===== src/rtl/lz10_pkg.sv =====
// shared types and constants for the lz10 stream decompressor
// no dependencies; imported by every rtl module of the block
`default_nettype none

package lz10_pkg;

  // history window geometry
  localparam int WIN_DEPTH = 4096;
  localparam int WIN_AW    = $clog2(WIN_DEPTH);

  // counter and register widths
  localparam int LEN_W = 24;
  localparam int CNT_W = 25;
  localparam int RUN_W = 5;

  // shortest copy run, added to the length nibble
  localparam logic [RUN_W-1:0] MIN_MATCH = 5'd3;

  // configuration port
  localparam int CFG_AW = 3;
  localparam int CFG_DW = 32;
  localparam logic REG_OUT_LENGTH = 1'b0;

  // input item
  typedef struct packed {
    logic [7:0] in_byte;
    logic       first_of_stream;
  } in_item_t;

  // result item
  typedef struct packed {
    logic [7:0] out_byte;
    logic       last_of_item;
    logic       stream_done;
    logic       distance_error;
  } out_item_t;

  // commands from controller to datapath
  typedef struct packed {
    logic restart;
    logic lit_emit;
    logic ref_hi_load;
    logic ref_start;
    logic prime_read;
    logic copy_step;
    logic err_emit;
  } cmd_t;

  // status from datapath to controller
  typedef struct packed {
    logic ended_eff;
    logic dist_bad;
    logic reach_next;
    logic copy_last;
    logic slot_free;
  } stat_t;

endpackage

`default_nettype wire


===== src/rtl/lz10_ctrl.sv =====
// token decoder and copy sequencer for the lz10 stream decompressor
// depends on lz10_pkg for the command and status structs
`default_nettype none

module lz10_ctrl (
  input  wire logic            clk,
  input  wire logic            rst_n,
  input  wire logic            in_valid,
  output logic                 in_stall,
  input  wire logic [7:0]      in_byte,
  input  wire logic            in_first,
  input  wire lz10_pkg::stat_t stat,
  output lz10_pkg::cmd_t       cmd
);
  import lz10_pkg::*;

  typedef enum logic [4:0] {
    ST_FLAG  = 5'b00001,
    ST_TOKEN = 5'b00010,
    ST_REF2  = 5'b00100,
    ST_PRIME = 5'b01000,
    ST_COPY  = 5'b10000
  } state_t;

  state_t     state_r, state_nxt;
  logic [7:0] flags_r, flags_nxt;
  logic [2:0] tok_r, tok_nxt;
  logic       fin_r, fin_nxt;

  state_t     eff_state;
  logic       accept;
  logic       ended;
  logic       flag_bit;
  state_t     tok_end_state;
  logic [2:0] tok_end_idx;

  // input is taken only in a decode state with room in the output register
  always_comb begin
    in_stall = !(state_r inside {ST_FLAG, ST_TOKEN, ST_REF2}) || !stat.slot_free;
  end
  assign accept = in_valid && !in_stall;

  // a restart item is decoded as a flag byte of a fresh stream
  assign eff_state = in_first ? ST_FLAG : state_r;
  assign ended     = (fin_r && !in_first) || stat.ended_eff;
  assign flag_bit  = flags_r[3'd7 - tok_r];

  // next token after the current one finishes
  always_comb begin
    if (tok_r == 3'd7) begin
      tok_end_state = ST_FLAG;
      tok_end_idx   = 3'd0;
    end else begin
      tok_end_state = ST_TOKEN;
      tok_end_idx   = tok_r + 3'd1;
    end
  end

  // main sequencer
  always_comb begin
    state_nxt = state_r;
    flags_nxt = flags_r;
    tok_nxt   = tok_r;
    fin_nxt   = fin_r;
    cmd       = '0;

    case (state_r)
      ST_FLAG, ST_TOKEN, ST_REF2: begin
        if (accept) begin
          if (in_first) begin
            cmd.restart = 1'b1;
            fin_nxt     = 1'b0;
            state_nxt   = ST_FLAG;
            tok_nxt     = 3'd0;
          end
          if (!ended) begin
            case (eff_state)
              ST_TOKEN: begin
                if (flag_bit) begin
                  cmd.ref_hi_load = 1'b1;
                  state_nxt       = ST_REF2;
                end else begin
                  cmd.lit_emit = 1'b1;
                  state_nxt    = tok_end_state;
                  tok_nxt      = tok_end_idx;
                  if (stat.reach_next) begin
                    fin_nxt = 1'b1;
                  end
                end
              end
              ST_REF2: begin
                if (stat.dist_bad) begin
                  cmd.err_emit = 1'b1;
                  fin_nxt      = 1'b1;
                end else begin
                  cmd.ref_start = 1'b1;
                  state_nxt     = ST_PRIME;
                end
              end
              default: begin
                flags_nxt = in_byte;
                tok_nxt   = 3'd0;
                state_nxt = ST_TOKEN;
              end
            endcase
          end
        end
      end
      ST_PRIME: begin
        cmd.prime_read = 1'b1;
        state_nxt      = ST_COPY;
      end
      ST_COPY: begin
        if (stat.slot_free) begin
          cmd.copy_step = 1'b1;
          if (stat.copy_last) begin
            state_nxt = tok_end_state;
            tok_nxt   = tok_end_idx;
            if (stat.reach_next) begin
              fin_nxt = 1'b1;
            end
          end
        end
      end
      default: begin
        state_nxt = ST_FLAG;
      end
    endcase
  end

  // state registers
  always_ff @(posedge clk) begin
    if (!rst_n) begin
      state_r <= ST_FLAG;
      flags_r <= 8'd0;
      tok_r   <= 3'd0;
      fin_r   <= 1'b0;
    end else begin
      state_r <= state_nxt;
      flags_r <= flags_nxt;
      tok_r   <= tok_nxt;
      fin_r   <= fin_nxt;
    end
  end

endmodule

`default_nettype wire


===== config.mk =====
export PLATFORM = sky130hd
export DESIGN_NAME = lz10_ctrl
export DESIGN_NICKNAME = d
export VERILOG_FILES = /design/src/rtl/lz10_pkg.sv /design/src/rtl/lz10_ctrl.sv
export SDC_FILE = /design/constraint.sdc
export NUM_CORES = 1
export LEC_CHECK = 0
export BUFFER_PORTS_ARGS = -buffer_cell sky130_fd_sc_hd__buf_4
export CORE_ASPECT_RATIO = 0.5
export CORE_UTILIZATION = 40
export DETAILED_ROUTE_END_ITERATION = 16
export PLACE_DENSITY_LB_ADDON = 0.1
export SYNTH_ARGS = -nofsm -noshare
export SYNTH_HDL_FRONTEND = slang
export SYNTH_SLANG_ARGS = --single-unit
export TNS_END_PERCENT = 1

===== constraint.sdc =====
create_clock -name clk -period 1.9 [get_ports clk]
set_input_delay 0.19 -clock clk [delete_from_list [all_inputs] [get_ports clk]]
set_output_delay 0.19 -clock clk [all_outputs]
set_load 0.03 [all_outputs]

# Yosys cells after proc, flatten, opt, wreduce, memory -nomap -nowiden
# Cells that the tools add are included.
# W data, S select, Z words.
totals:
  word_cells: 86
  ff_bits: 17
  inputBits: 17
classes:
  reduce_logical: 16
  eq_ne: 12
  n_bitwise: 2
  order_cmp: 1
  add_sub_neg: 2
  mux: 49
op_table:
  columns: ["cell", "count"]
  rows:
  - ["$mux W5", 7]
  - ["$mux W3", 8]
  - ["$mux W1", 23]
  - ["$pmux W5 S3", 1]
  - ["$pmux W3 S2", 2]
  - ["$eq A5 B2 Y1 const B", 2]
  - ["$eq A5 B3 Y1 const B", 2]
  - ["$pmux W5 S2", 1]
  - ["$mux W4", 2]
  - ["$ne A2 B2 Y1 const B", 4]
  - ["$reduce_and A4 Y1", 2]
  - ["$eq A5 B1 Y1 const B", 1]
  - ["$eq A5 B4 Y1 const B", 1]
  - ["$eq A5 B5 Y1 const B", 1]
  - ["$reduce_and A5 Y1", 1]
  - ["$logic_not A1 Y1", 4]
  - ["$lt A3 B4 Y1 const B", 1]
  - ["$mux W2", 2]
  - ["$pmux W1 S2", 2]
  - ["$add A3 B1 Y3 const B", 1]
  - ["$bmux W1 S3", 1]
  - ["$eq A3 B3 Y1 const B", 1]
  - ["$reduce_and A3 Y1", 1]
  - ["$reduce_bool A3 Y1", 1]
  - ["other kinds (7)", 10]

# Logic depth before layout (Yosys ltp)
# Gate-level depths: netlist of the first run.
logic_depth:
  ltp_word: 8
  mapped_depth: 6

# Worst setup path before layout of the first run
# Ideal clock, no wire load.
synth_timing:
  path_type: "register -> output"
  start: "register state_r[0]"
  end: "output port cmd[3] in the netlist's numbering"
  path_stages_with_launch: 6
  slack_ns: -0.158
  arrival_ns: 1.868
  n_path_buf: 1
  cell_sequence: "dfxtp_1 buf_6 o21a_1 a211oi_4 nand2_1 nor3_1"
synth_lines:
  columns: ["item", "line_no", "rtl"]
  rows:
  - ["start: declaration", "lz10_ctrl.sv:25", "state_t state_r, state_nxt;"]
  - ["start signal: assignment", "lz10_ctrl.sv:139", "state_r <= state_nxt;"]
  - ["end: declaration", "lz10_ctrl.sv:13", "output lz10_pkg::cmd_t cmd"]

==> results.json, run 1 <==
{
  "status": "completed",
  "reg2reg_from": "state_r[0]",
  "drt-total-wl_microns": 2762,
  "async_reset_ff_share_pct": 0,
  "clk_pin_slew_ns": 0.07,
  "dieArea_sq_um": 2983,
  "worstPathCellList": "o21a_2 > a2111oi_2 > buf_4 > and2_1 > buf_4",
  "timing.final.ws_setup_ns": 0.02348,
  "rrSetupSlack_ns": 0.05,
  "tightest_slew_ns": 0.4688,
  "drt_drc_violations_left": 0,
  "place_ws_ns": 0.05789,
  "hp-class": "in2reg",
  "rsz0062_at_grt": "true",
  "cts-buffers-inserted": 3,
  "portBuffers": 24,
  "path_class": "reg2out",
  "synthFlopType": "dfxtp_1",
  "postRouteAntennaNets": 0,
  "cp.depth": 5,
  "root_buffer": "clkbuf_8",
  "htree_levels": 1,
  "postSynthCellCount": 127,
  "ir_drop_mv": 0.5872,
  "grt_pass1_vias": 935,
  "yosys_warnings": 0,
  "final_cells": 202,
  "synth.ff_latch_count": 17,
  "hold_violations": 0,
  "critPathBufInv": 2,
  "finClkSkew_ns": 0.002655,
  "nFillCells": 255,
  "cts.sinks": 17,
  "drtPass1Iterations": 4,
  "worst-endpoint-required_ns": 1.71,
  "nNetsFinal": 185,
  "critPathCapture": "cmd[6]",
  "yosysTopAreaCell": "dfxtp_1",
  "netlist_area_sq_um": 1102,
  "placed_cell_area_sq_um": 1378,
  "crit_start": "state_r[0]",
  "r2r-end": "tok_r[1]",
  "tritoncts": "built",
  "initial_utilization_pct": 42.36,
  "fin_area_sq_um": 1496,
  "post-route-period-util_pct": 98.76,
  "grt_overflow": 0,
  "fmaxAchievable_mhz": 532.9,
  "min_period_ns": 1.877,
  "cp_max_fo": 7,
  "vias_per_cell": 5.332,
  "fp.coreArea_sq_um": 2603,
  "synth_most_common_cell": "nor2_1",
  "start_kind": "flip-flop",
  "first_iter_violations": 58,
  "syn-num-nets": 146,
  "grt_pass1_wl_microns": 4291,
  "synth-edff-count": 0,
  "gp_congestion": 0.8090,
  "cpMaxStageDelayCell": "dfxtp_4",
  "critPathCaptureType": "output pin",
  "wl_per_cell_microns": 13.67,
  "slew_headroom_pct": 68.51,
  "dr_total_vias": 1077,
  "cap_violations": 0,
  "synth_cell_types": 44,
  "leakage_nw": 0.6523,
  "cts_buffer_depth": 2,
  "clock_latency_ns": 0.25,
  "timing.hold.ws_ns": 0.1255,
  "power.density_nw_per_um2": 554.0,
  "maxSlewViolCount": 0,
  "ioPinCount": 25,
  "dp_hpwl_microns": 2006,
  "placedCellCount": 194,
  "dieHeight_microns": 39.12,
  "ys_top_cells_by_count": "18 x nor2_1, 17 x dfxtp_1, 13 x mux2i_1",
  "track_usage_pct": 19.07,
  "rr_worst_depth": 6,
  "hold_buffers": 0,
  "setup_viol": 0,
  "worstPathArrival_ns": 1.69,
  "synthTopCellsByArea": "dfxtp_1 31%, mux2i_1 12%, nor2_1 6.1%",
  "slowest_delay_ns": 0.38,
  "grt_max_degree": 15,
  "layout-area-overhead-vs-synth_pct": 35.76,
  "ys_seq_area_share_pct": 30.87,
  "netlist.area_leader.share_pct": 30.87,
  "crit_family": "compound AO/OA/AOI/OAI gates",
  "die_x_microns": 76.24,
  "cp_common_cell": "buf_4",
  "antenna_found_initial": 0,
  "placementRows": 13,
  "antenna_cells": 0,
  "drive_gt1_share_pct": 37.58,
  "avgSynthCellArea_sq_um": 8.680,
  "tns_ns": 0
}
==> worst min-delay path by stage <==
stage | from | endpoint | slack (ns) | cells after the start
global placement | stat[3] | state_r[3] | 0.39 | 2
floorplan | stat[3] | state_r[3] | 0.27 | 1
finish | stat[3] | state_r[3] | 0.13 | 2
global route | stat[3] | state_r[3] | 0.13 | 2
CTS | stat[3] | state_r[3] | 0.12 | 2
detailed placement | stat[3] | state_r[3] | 0.39 | 2
==> kinds of logic after synthesis <==
| family | share of synthesized area (%) |
|---|---|
| AND/OR/NAND/NOR | 25.20 |
| AO/OA/AOI/OAI | 24.86 |
| flip-flops | 30.87 |
| multiplexers | 11.80 |
| buffers and inverters | 4.198 |
| adder cells (fa/ha/maj) | 2.270 |
| XOR/XNOR | 0.7947 |
==> worst reg2reg max path, delay by kind of cell (launching register included) <==
family | cells | cell delay (ns)
AO/OA/AOI/OAI | 4 | 0.81
XOR/XNOR | 1 | 0.37
buffers and inverters | 1 | 0.19
flip-flops | 1 | 0.38
==> layer usage <==
layer	wire (microns)	global-route usage [%]
met5	0	0
met2	1225	32.88
met3	166	5.176
met4	19	2.885
met1	1351	24.72
==> where the power goes <==
group | switching (mW) | internal, mW | leakage, nW | total, mW
Clock | 0.127 | 0.146 | 0.0255 | 0.273
Sequential | 0.0117 | 0.367 | 0.139 | 0.379
Combinational | 0.0902 | 0.0873 | 0.488 | 0.178
Total | 0.229 | 0.600 | 0.652 | 0.829
==> registers in the layout, indices dropped and copies added (netlist names) <==
name     count
fin_r        1
flags_r      8
tok_r        3
state_r      5
==> layout by cell type, fill, tap and decap left out, types with 3 or more instances in the layout <==
cell type	netlist	routed
buf_4	0	38
nor2_1	18	17
mux2i_1	13	13
dfxtp_1	17	13
nand2_1	10	8
inv_1	4	4
nand3_1	4	4
nor2b_1	4	4
and2_1	4	4
o22ai_1	3	3
a31oi_1	3	3
a31o_1	3	3
clkbuf_8	0	3
dfxtp_2	0	3
==> stage by stage <==
| step | power (mW) | utilization [%] |
|---|---|---|
| 5_1_grt | 0.8665 | 57.50 |
| 3_3_place_gp | 0.5459 | 52.93 |
| 3_5_place_dp | 0.5463 | 52.93 |
| 4_1_cts | 0.8228 | 55.19 |
| 2_1_floorplan | 0.4908 | - |
| 6_report | 0.8290 | 57.50 |
==> what timing repair did <==
action | CTS | global route
endpoints found under the setup margin | 6 | 6
resized for setup | 3 | 10
pin swaps | 1 | 0
buffers inserted | 1 | 3
==> area by class of cell <==
class	count	area (sq um)	share of cell area, %
inverter	4	15.01	1.003
clock buffer	3	41.29	2.759
clock inverter	1	5.005	0.3344
timing repair buffer	38	285.3	19.06
sequential	17	347.8	23.24
tap	37	46.29	3.094
multi-input combinational	102	755.7	50.50
Power figures use the tool's default switching activity.
==> run 2, diff against run 1 <==
--- a/config.mk
+++ b/config.mk
@@ -5,9 +5,9 @@
 export SDC_FILE = /design/constraint.sdc
 export NUM_CORES = 1
 export LEC_CHECK = 0
+export ABC_AREA = 1
 export BUFFER_PORTS_ARGS = -buffer_cell sky130_fd_sc_hd__buf_4
-export CORE_ASPECT_RATIO = 0.5
-export CORE_UTILIZATION = 40
+export CORE_UTILIZATION = 47
 export DETAILED_ROUTE_END_ITERATION = 16
 export PLACE_DENSITY_LB_ADDON = 0.1
 export SYNTH_ARGS = -nofsm -noshare
==> run 2 against run 1 <==
  * Die area is 13% lower
  * Combinational power grew to 3.0 times the previous value
  * Non-clock buffer count is 10 lower
  * Core utilization is 7.1 points higher
  * Worst hold slack better by 0.016 ns
  * Clock-buffer cell count is 1 higher
  * Power is 44% higher
  * First-iteration DRC count is 12% lower
  * Area after synthesis is 2.6% higher
  * Critical path type unchanged
  * Largest power group is now combinational logic
==> results.json, run 2 <==
{
  "nNetsFinal": 226,
  "tritoncts": "built",
  "worst-endpoint-required_ns": 1.71,
  "die_x_microns": 51.06,
  "cts_buffer_depth": 2,
  "p_total_mw": 1.192,
  "status": "completed",
  "clock_latency_ns": 0.30,
  "synth_most_common_cell": "nand2_1",
  "portBuffers": 24,
  "antenna_cells": 0,
  "htree_levels": 1,
  "initial_utilization_pct": 50.64,
  "reg2reg_from": "state_r[1]",
  "hp-class": "in2reg",
  "first_iter_violations": 51,
  "crit_family": "simple AND/OR/NAND/NOR gates",
  "ioPinCount": 25,
  "place_ws_ns": 0.1811,
  "dieArea_sq_um": 2607,
  "register_area_sq_um": 352.8,
  "multi_input_area_sq_um": 703.2,
  "drt_drc_violations_left": 0,
  "ir_drop_mv": 0.8451,
  "cpMaxStageDelayCell": "dfxtp_4",
  "antenna_found_initial": 0,
  "final_common_cell": "nand2_1",
  "crit_start": "state_r[1]",
  "placedCellCount": 226,
  "worstPathArrival_ns": 1.68,
  "finClkSkew_ns": 0.004414,
  "timing.final.ws_setup_ns": 0.02900,
  "netlist.area_leader.share_pct": 30.09,
  "cap_violations": 0,
  "yosys_warnings": 0,
  "avgSynthCellArea_sq_um": 6.463,
  "wl_per_cell_microns": 13.09,
  "cp.depth": 7,
  "root_buffer": "clkbuf_4",
  "fp.coreArea_sq_um": 2233,
  "placed_cell_area_sq_um": 1345,
  "postRouteAntennaNets": 0,
  "async_reset_ff_share_pct": 0,
  "grt_max_degree": 17,
  "vias_per_cell": 5.278,
  "track_usage_pct": 25.47,
  "synth-edff-count": 0,
  "rr_worst_depth": 10,
  "regMostFlops": "flags_r",
  "drt-total-wl_microns": 3064,
  "dr_total_vias": 1235,
  "synthFlopType": "dfxtp_1",
  "min_period_ns": 1.871,
  "post-route-period-util_pct": 98.47,
  "final_cells": 234,
  "slew_headroom_pct": 79.32,
  "synthTopCellsByArea": "dfxtp_1 30%, nand2_1 12%, inv_1 8.6%",
  "drive_gt1_share_pct": 32.04,
  "r2r-end": "state_r[1]",
  "hold_violations": 0,
  "top_regs": "flags_r: 8 flops, state_r: 5 flops, tok_r: 3 flops",
  "cts-buffers-inserted": 3,
  "postSynthCellCount": 175,
  "rsz0062_at_grt": "true",
  "largest_register_ffs": 8,
  "critPathCapture": "cmd[5]",
  "layout-area-overhead-vs-synth_pct": 27.65,
  "path_class": "reg2out",
  "fin_area_sq_um": 1444,
  "nFillCells": 216,
  "grt_pass1_wl_microns": 4919,
  "hold_buffers": 0,
  "critPathCaptureType": "output pin",
  "synth_cell_types": 29,
  "grt_overflow": 0,
  "start_kind": "flip-flop",
  "fmaxAchievable_mhz": 534.5,
  "dp_hpwl_microns": 2132,
  "critPathBufInv": 2,
  "tns_ns": 0,
  "power.density_nw_per_um2": 825.7,
  "ys_top_cells_by_count": "37 x nand2_1, 26 x inv_1, 19 x nand3_1",
  "leakage_nw": 0.6611,
  "maxSlewViolCount": 0,
  "rrSetupSlack_ns": 0.14,
  "layout_common_cells": "34 x nand2_1, 28 x buf_4, 23 x inv_1, 19 x nand3_1, 17 x a21oi_1",
  "syn-num-nets": 194,
  "yosysTopAreaCell": "dfxtp_1",
  "setup_viol": 0,
  "dieHeight_microns": 51.06,
  "cts.sinks": 17,
  "slowest_delay_ns": 0.40,
  "tightest_slew_ns": 0.3069,
  "netlist_area_sq_um": 1131,
  "drtPass1Iterations": 4,
  "worstPathCellList": "inv_2 > nand2_1 > nand3_2 > a21oi_4 > nand3_4 > nor3_2 > buf_4",
  "synth.ff_latch_count": 17,
  "cp_max_fo": 5,
  "placementRows": 17,
  "grt_pass1_vias": 1115,
  "clk_pin_slew_ns": 0.11,
  "gp_congestion": 0.8919,
  "ys_seq_area_share_pct": 30.09
}
[run 2: kinds of logic after synthesis]
group / count (synthesis) / synth area share (%)
AND/OR/NAND/NOR: 86 / 37.06
adder cells (fa/ha/maj): 2 / 2.212
AO/OA/AOI/OAI: 37 / 19.03
buffers and inverters: 33 / 11.61
flip-flops: 17 / 30.09
[run 2: how the worst min path moves through the flow]
stage / from / to / slack (ns) / cells past startpoint
6_report: in_byte[0] / flags_r[0] / 0.14 / 3
5_1_grt: in_byte[0] / flags_r[0] / 0.16 / 3
4_1_cts: in_byte[0] / flags_r[0] / 0.14 / 3
3_5_place_dp: flags_r[3] / flags_r[3] / 0.45 / 2
3_3_place_gp: in_byte[0] / flags_r[0] / 0.44 / 3
2_1_floorplan: in_byte[0] / flags_r[0] / 0.35 / 2
[run 2: metrics by stage]
step	hold WS, ns	utilization [%]
5_1_grt	0.1586	64.65
2_1_floorplan	0.3470	-
3_5_place_dp	0.4472	60.22
4_1_cts	0.1414	62.13
6_report	0.1414	64.65
3_3_place_gp	0.4448	60.22
[run 2: metal layers]
layer | vias to the layer above | share of wire (%) | global-route usage [%]
met5 | - | 0 | 0
met3 | 5 | 6.2 | 3.571
met4 | 0 | 1.4 | 9.722
met1 | 544 | 47 | 37.50
li1 | 636 | - | -
met2 | 50 | 45 | 36.84
[run 2: worst min-delay path, cell delays in order]
cell and delay (ns):
buf_4 0.08, o21ai_2 0.05, a21oi_2 0.09
[run 2: power by group]
part	total (mW)	switching [mW]	internal (mW)
Combinational	0.539	0.344	0.195
Clock	0.206	0.125	0.0819
Sequential	0.447	0.0411	0.406
[run 2: cell type report]
type                            count  area share, %
Tap cell                           28          2.426
Multi-Input combinational cell    126          48.70
Sequential cell                    17          24.44
Timing Repair Buffer               28          14.56
Clock buffer                        4          1.820
Inverter                           31          8.059
[run 2: timing repair]
action / 4_1_cts / 5_1_grt
gates cloned: 0 / 1
endpoints found under the setup margin: 5 / 6
buffers inserted: 1 / 2
resized for setup: 4 / 14
pin swaps: 1 / 5
